File: src/rtl/swpd_pkg.sv
// ----------------------------------------------------------------------------
// swpd_pkg
// Types and constants shared by the sliding window peak detector modules.
// ----------------------------------------------------------------------------
package swpd_pkg;

    localparam int TIME_W     = 40;
    localparam int VALUE_W    = 32;
    localparam int WLEN_W     = 7;
    localparam int CFG_IDX_W  = 2;
    localparam int CFG_DATA_W = 32;

    localparam logic [WLEN_W-1:0] WLEN_RESET = 7'd16;

    // x / 5 == (x * 205) >> 10 for every x below 1024
    localparam int MID_RECIP = 205;
    localparam int MID_SHIFT = 10;

    typedef logic [TIME_W-1:0]         stamp_t;
    typedef logic signed [VALUE_W-1:0] value_t;

    // Configuration register indexes
    typedef enum logic [CFG_IDX_W-1:0] {
        REG_WINDOW_LEN     = 2'd0,
        REG_PEAK_THRESHOLD = 2'd1,
        REG_MIN_PEAK_GAP   = 2'd2
    } cfg_reg_t;

    // Control broadcast from the sequencer to every cell
    typedef struct packed {
        logic   shift;
        value_t cand_value;
    } cell_ctrl_t;

endpackage

File: src/rtl/swpd_cell.sv
// ----------------------------------------------------------------------------
// swpd_cell
// One history slot: holds a sample, passes it on at each shift and compares
// it against the broadcast candidate.
// ----------------------------------------------------------------------------
module swpd_cell #(
    parameter int INDEX = 0,
    parameter int IDX_W = 6,
    parameter int LEN_W = 7
) (
    input  logic                 clk,
    input  swpd_pkg::cell_ctrl_t ctrl,
    input  logic [LEN_W-1:0]     len,
    input  logic [IDX_W-1:0]     cidx,
    input  swpd_pkg::value_t     value_in,
    input  swpd_pkg::stamp_t     stamp_in,
    output swpd_pkg::value_t     value_out,
    output swpd_pkg::stamp_t     stamp_out,
    output swpd_pkg::value_t     sel_value,
    output swpd_pkg::stamp_t     sel_stamp,
    output logic                 bad
);
    import swpd_pkg::*;

    value_t value_reg;
    stamp_t stamp_reg;
    logic   bad_reg;
    logic   bad_next;
    logic   in_win;
    logic   is_sel;
    logic   earlier;
    logic   later;

    // Position of this slot relative to the window and the candidate
    assign in_win  = LEN_W'(INDEX) < len;
    assign is_sel  = IDX_W'(INDEX) == cidx;
    assign earlier = IDX_W'(INDEX) > cidx;
    assign later   = IDX_W'(INDEX) < cidx;

    // Older entries must be strictly smaller, newer ones not larger
    assign bad_next = in_win && ((earlier && (value_reg >= ctrl.cand_value)) ||
                                 (later && (value_reg > ctrl.cand_value)));

    always_ff @(posedge clk)
    begin
        if (ctrl.shift)
        begin
            value_reg <= value_in;
            stamp_reg <= stamp_in;
        end
        bad_reg <= bad_next;
    end

    assign value_out = value_reg;
    assign stamp_out = stamp_reg;
    assign sel_value = is_sel ? value_reg : '0;
    assign sel_stamp = is_sel ? stamp_reg : '0;
    assign bad       = bad_reg;

endmodule

File: config.mk
export PLATFORM = sky130hd
export DESIGN_NAME = swpd_cell
export DESIGN_NICKNAME = d
export VERILOG_FILES = /design/src/rtl/swpd_pkg.sv /design/src/rtl/swpd_cell.sv
export SDC_FILE = /design/constraint.sdc
export NUM_CORES = 1
export LEC_CHECK = 0
export BUFFER_PORTS_ARGS = -buffer_cell sky130_fd_sc_hd__buf_2
export CORE_ASPECT_RATIO = 0.7
export CORE_MARGIN = 8
export CORE_UTILIZATION = 42
export CTS_BUF_LIST = sky130_fd_sc_hd__clkbuf_8
export DETAILED_ROUTE_END_ITERATION = 16
export GPL_ROUTABILITY_DRIVEN = 0
export PLACE_DENSITY_LB_ADDON = 0.3
export SLEW_MARGIN = 5
export SYNTH_ARGS = -nofsm -noshare
export SYNTH_HDL_FRONTEND = slang
export SYNTH_SLANG_ARGS = --single-unit
File: constraint.sdc
create_clock -name clk -period 2.35 [get_ports clk]
set_input_delay 0.235 -clock clk [delete_from_list [all_inputs] [get_ports clk]]
set_output_delay 0.235 -clock clk [all_outputs]
set_load 0.01 [all_outputs]
==> run summary <==
========================================================================================================
Final net count ...........................................................................          693
Global-route wire length before repair ....................................................      17.2 mm
Final hold violation count ................................................................            0
Startpoint kind of the worst setup timing path ............................................     register
Via count of the routed design ............................................................         3050
Total of hold buffers inserted after clock tree synthesis .................................            0
Final wirelength ..........................................................................      11.2 mm
Initial standard-cell utilization of the core .............................................        42.9%
Number of instances resized during post-cts repair ........................................            0
Post-CTS setup buffer count ...............................................................            0
Detailed-routed wire length on met2 .......................................................      5.78 mm
Minimum period implied by the final worst setup slack .....................................      2070 ps
CP required ...............................................................................      2570 ps
Hold Startpoint ........................................................................... stamp_in[30]
Measured slew at the worst slew-check pin .................................................       383 ps
Final cycle utilization of the critical path ..............................................        88.1%
Switching part of the total ...............................................................        26.9%
Capturing element type of the critical path ...............................................     register
Power density cells .......................................................................   564 nW/um2
Maximum clock rate ........................................................................    0.483 GHz
Avg Inst Size Synth .......................................................................     13.2 um2
Leading area contributor after synthesis ..................................................     edfxtp_1
Register area share after synthesis .......................................................        60.7%
Number of flip-flops in the largest register ..............................................           40
CORE AREA .................................................................................     8370 um2
Leakage power summed over all cells .......................................................   0.00276 uW
Horizontal die dimension ..................................................................       127 um
Post-Syn Area .............................................................................     3590 um2
Met3 WL ...................................................................................      1.25 mm
Highest net fanout along the worst path ...................................................            4
Run status ................................................................................ complete, no violations
Total clock sinks .........................................................................           73
Final Power ...............................................................................      2950 uW
Pin count of the biggest net entering global routing ......................................           73
Part of the total power dissipated in sequential elements .................................        54.5%
Number of pins with negative max-slew slack in the final report ...........................            0
Clock latency at the later pin of the worst-skew pair .....................................       340 ps
Number of distinct library cells after synthesis ..........................................           26
Highest routed metal layer ................................................................         met4
DRC violation count after routing .........................................................            0
Fraction of layout cells with a size suffix above 1 .......................................        61.4%
Relative contribution of combinational cells to total power ...............................        15.6%
Total overflow reported by the global router ..............................................            0
Row count .................................................................................           28
Iteration-0 DRC Markers ...................................................................          101
Total global-route track usage ............................................................        18.5%
Die area ..................................................................................    11800 um2
Fraction of power consumed by the clock network ...........................................        29.9%
Classification of the worst-slack hold path ............................................... primary input to register
Max VDD drop ..............................................................................       452 uV
Post-route antenna net violation count ....................................................            0
Synth top area cells ...................................................................... edfxtp_1 (60%), and2_2 (11%), ha_1 (11%)
Critical register-to-register path startpoint ............................................. value_out[30]
Detailed placement HPWL ...................................................................      9.11 mm
TritonCTS Buffers .........................................................................            9
Mean routed wirelength per cell ...........................................................      17.1 um
Worst flop-to-flop path endpoint ..........................................................          bad
Final-layout setup total negative slack ...................................................         0 ps
Worst hold path stage count ...............................................................            1
Post-CTS clock slew at the launch and capture registers of the worst setup and hold paths .        90 ps
Slew headroom .............................................................................        74.5%
Net switching power figure ................................................................       794 uW
Worst min-delay path endpoint ............................................................. stamp_out[30]
Area share of the largest cell type after synthesis .......................................        60.2%
Arr. time, crit path ......................................................................      2290 ps
CTS tree ..................................................................................        built
Cells on worst reg2reg path ...............................................................            7
Number of failing setup endpoints in the final timing report ..............................            0
Post-Synthesis Cells ......................................................................          273
Syn Nets ..................................................................................          424
Final instance count without filler cells .................................................          653
Maximum clock path buffer count ...........................................................            2
Number of violations of the max-capacitance limit .........................................            0
Cell total after placement ................................................................          636
Deepest level of the CTS H-tree ...........................................................            3
Worst reg-to-reg setup slack ..............................................................       280 ps
Yosys warns ...............................................................................            0
Master cell of the clock root buffer ......................................................     clkbuf_8
Setup Slack @ Placement ...................................................................       276 ps
Ports placed on the boundary ..............................................................          264
#FFs+latches synth ........................................................................           73
Area added between synthesis and finish ...................................................        45.5%
RSZ-0062 raised after global routing ......................................................        false
Crit Path Category ........................................................................ register to register
Number of vias per cell after detailed routing ............................................         4.67
Number of antenna violations at the first check in global routing .........................            1
Internal power component ..................................................................      2150 uW
Number of search-and-repair iterations in the first detailed-routing pass .................            4
Smallest setup slack after layout .........................................................       279 ps
M1 WL .....................................................................................      3.99 mm
I/O Buffers ...............................................................................          263
Die outline height ........................................................................      93.4 um
Vias in the first global route ............................................................         3318
Clock Skews ...............................................................................      7.37 ps
========================================================================================================
-- per-layer routing --
metal | up-vias | global-route usage [%]
met5 | - | 0
met4 | 0 | 5.38
met3 | 15 | 9.32
met2 | 153 | 34.2
met1 | 1383 | 17.8
li1 | 1499 | -
-- area by class of cell --
class,count,area [um2]
fillers,700,3150
multi-input cells,158,1240
inverters,35,131
flip-flops and latches,73,2180
clock buffers,9,124
clock inverters,7,53.8
repair buffers,265,1360
well taps,105,131
diodes,1,2.50
-- cell usage in the layout (no fill, tap or decap), drive strengths merged --
master,Yosys,layout
nor3b,1,1
clkinv,0,2
clkinvlp,0,2
a21o,1,1
nand2,7,7
a211o,1,1
o21ai,5,5
edfxtp,72,72
inv,35,38
diode,0,1
and2,71,71
nor2,4,4
a211oi,3,3
nor4,4,4
nor2b,2,2
o221ai,1,1
ha,32,32
a221oi,1,1
o211ai,2,2
a2111o,1,1
nor3,2,2
dfxtp,1,1
a21oi,12,12
nand4,6,6
clkbuf,7,9
buf,0,265
or4,2,2
-- critical path: stages, from the launching register on --
cell and delay (ps):
edfxtp_1 480, ha_1 340, nand4_1 170, nor4_1 420
a21o_1 200, nor2_1 50, a221oi_1 210, nor2_1 80
-- stage by stage --
stage	util [%]	area [um2]	hold WS [ps]
2_1_floorplan	-	3590	334
3_3_place_gp	60.3	5040	411
3_5_place_dp	60.3	5040	413
4_1_cts	62.4	5220	38.6
5_1_grt	62.4	5230	32.9
6_report	62.4	5230	58.6
-- worst max-delay path by stage --
stage	from	end
after global routing	value_out[30]	bad
after floorplan	value_out[30]	bad
after detailed placement	value_out[30]	bad
after CTS	value_out[30]	bad
final	value_out[30]	bad
after global placement	value_out[30]	bad
-- kinds of logic after synthesis --
| family | count (synthesis) | share of synthesized area (%) |
|---|---|---|
| fa+ha+maj | 32 | 11.1 |
| compound gates | 27 | 4.67 |
| simple gates | 99 | 18.8 |
| flops | 73 | 60.7 |
| buf+inv | 42 | 4.63 |
-- power by group through the flow --
stage,clock [uW],sequential [uW],combinational (uW)
5_1_grt,960,1620,514
2_1_floorplan,0,1680,134
4_1_cts,917,1610,467
3_5_place_dp,0,1640,465
3_3_place_gp,0,1630,452
6_report,883,1610,458
-- Yosys cell counts (all sizes together) --
cell type	n
clkbuf	7
a21oi	12
edfxtp	72
o221ai	1
nor3	2
ha	32
a211o	1
a221oi	1
nor4	4
nand2	7
nand4	6
dfxtp	1
and2	71
or4	2
a21o	1
inv	35
nor3b	1
nor2b	2
a2111o	1
o21ai	5
o211ai	2
a211oi	3
nor2	4
Power figures use the tool's default switching activity.
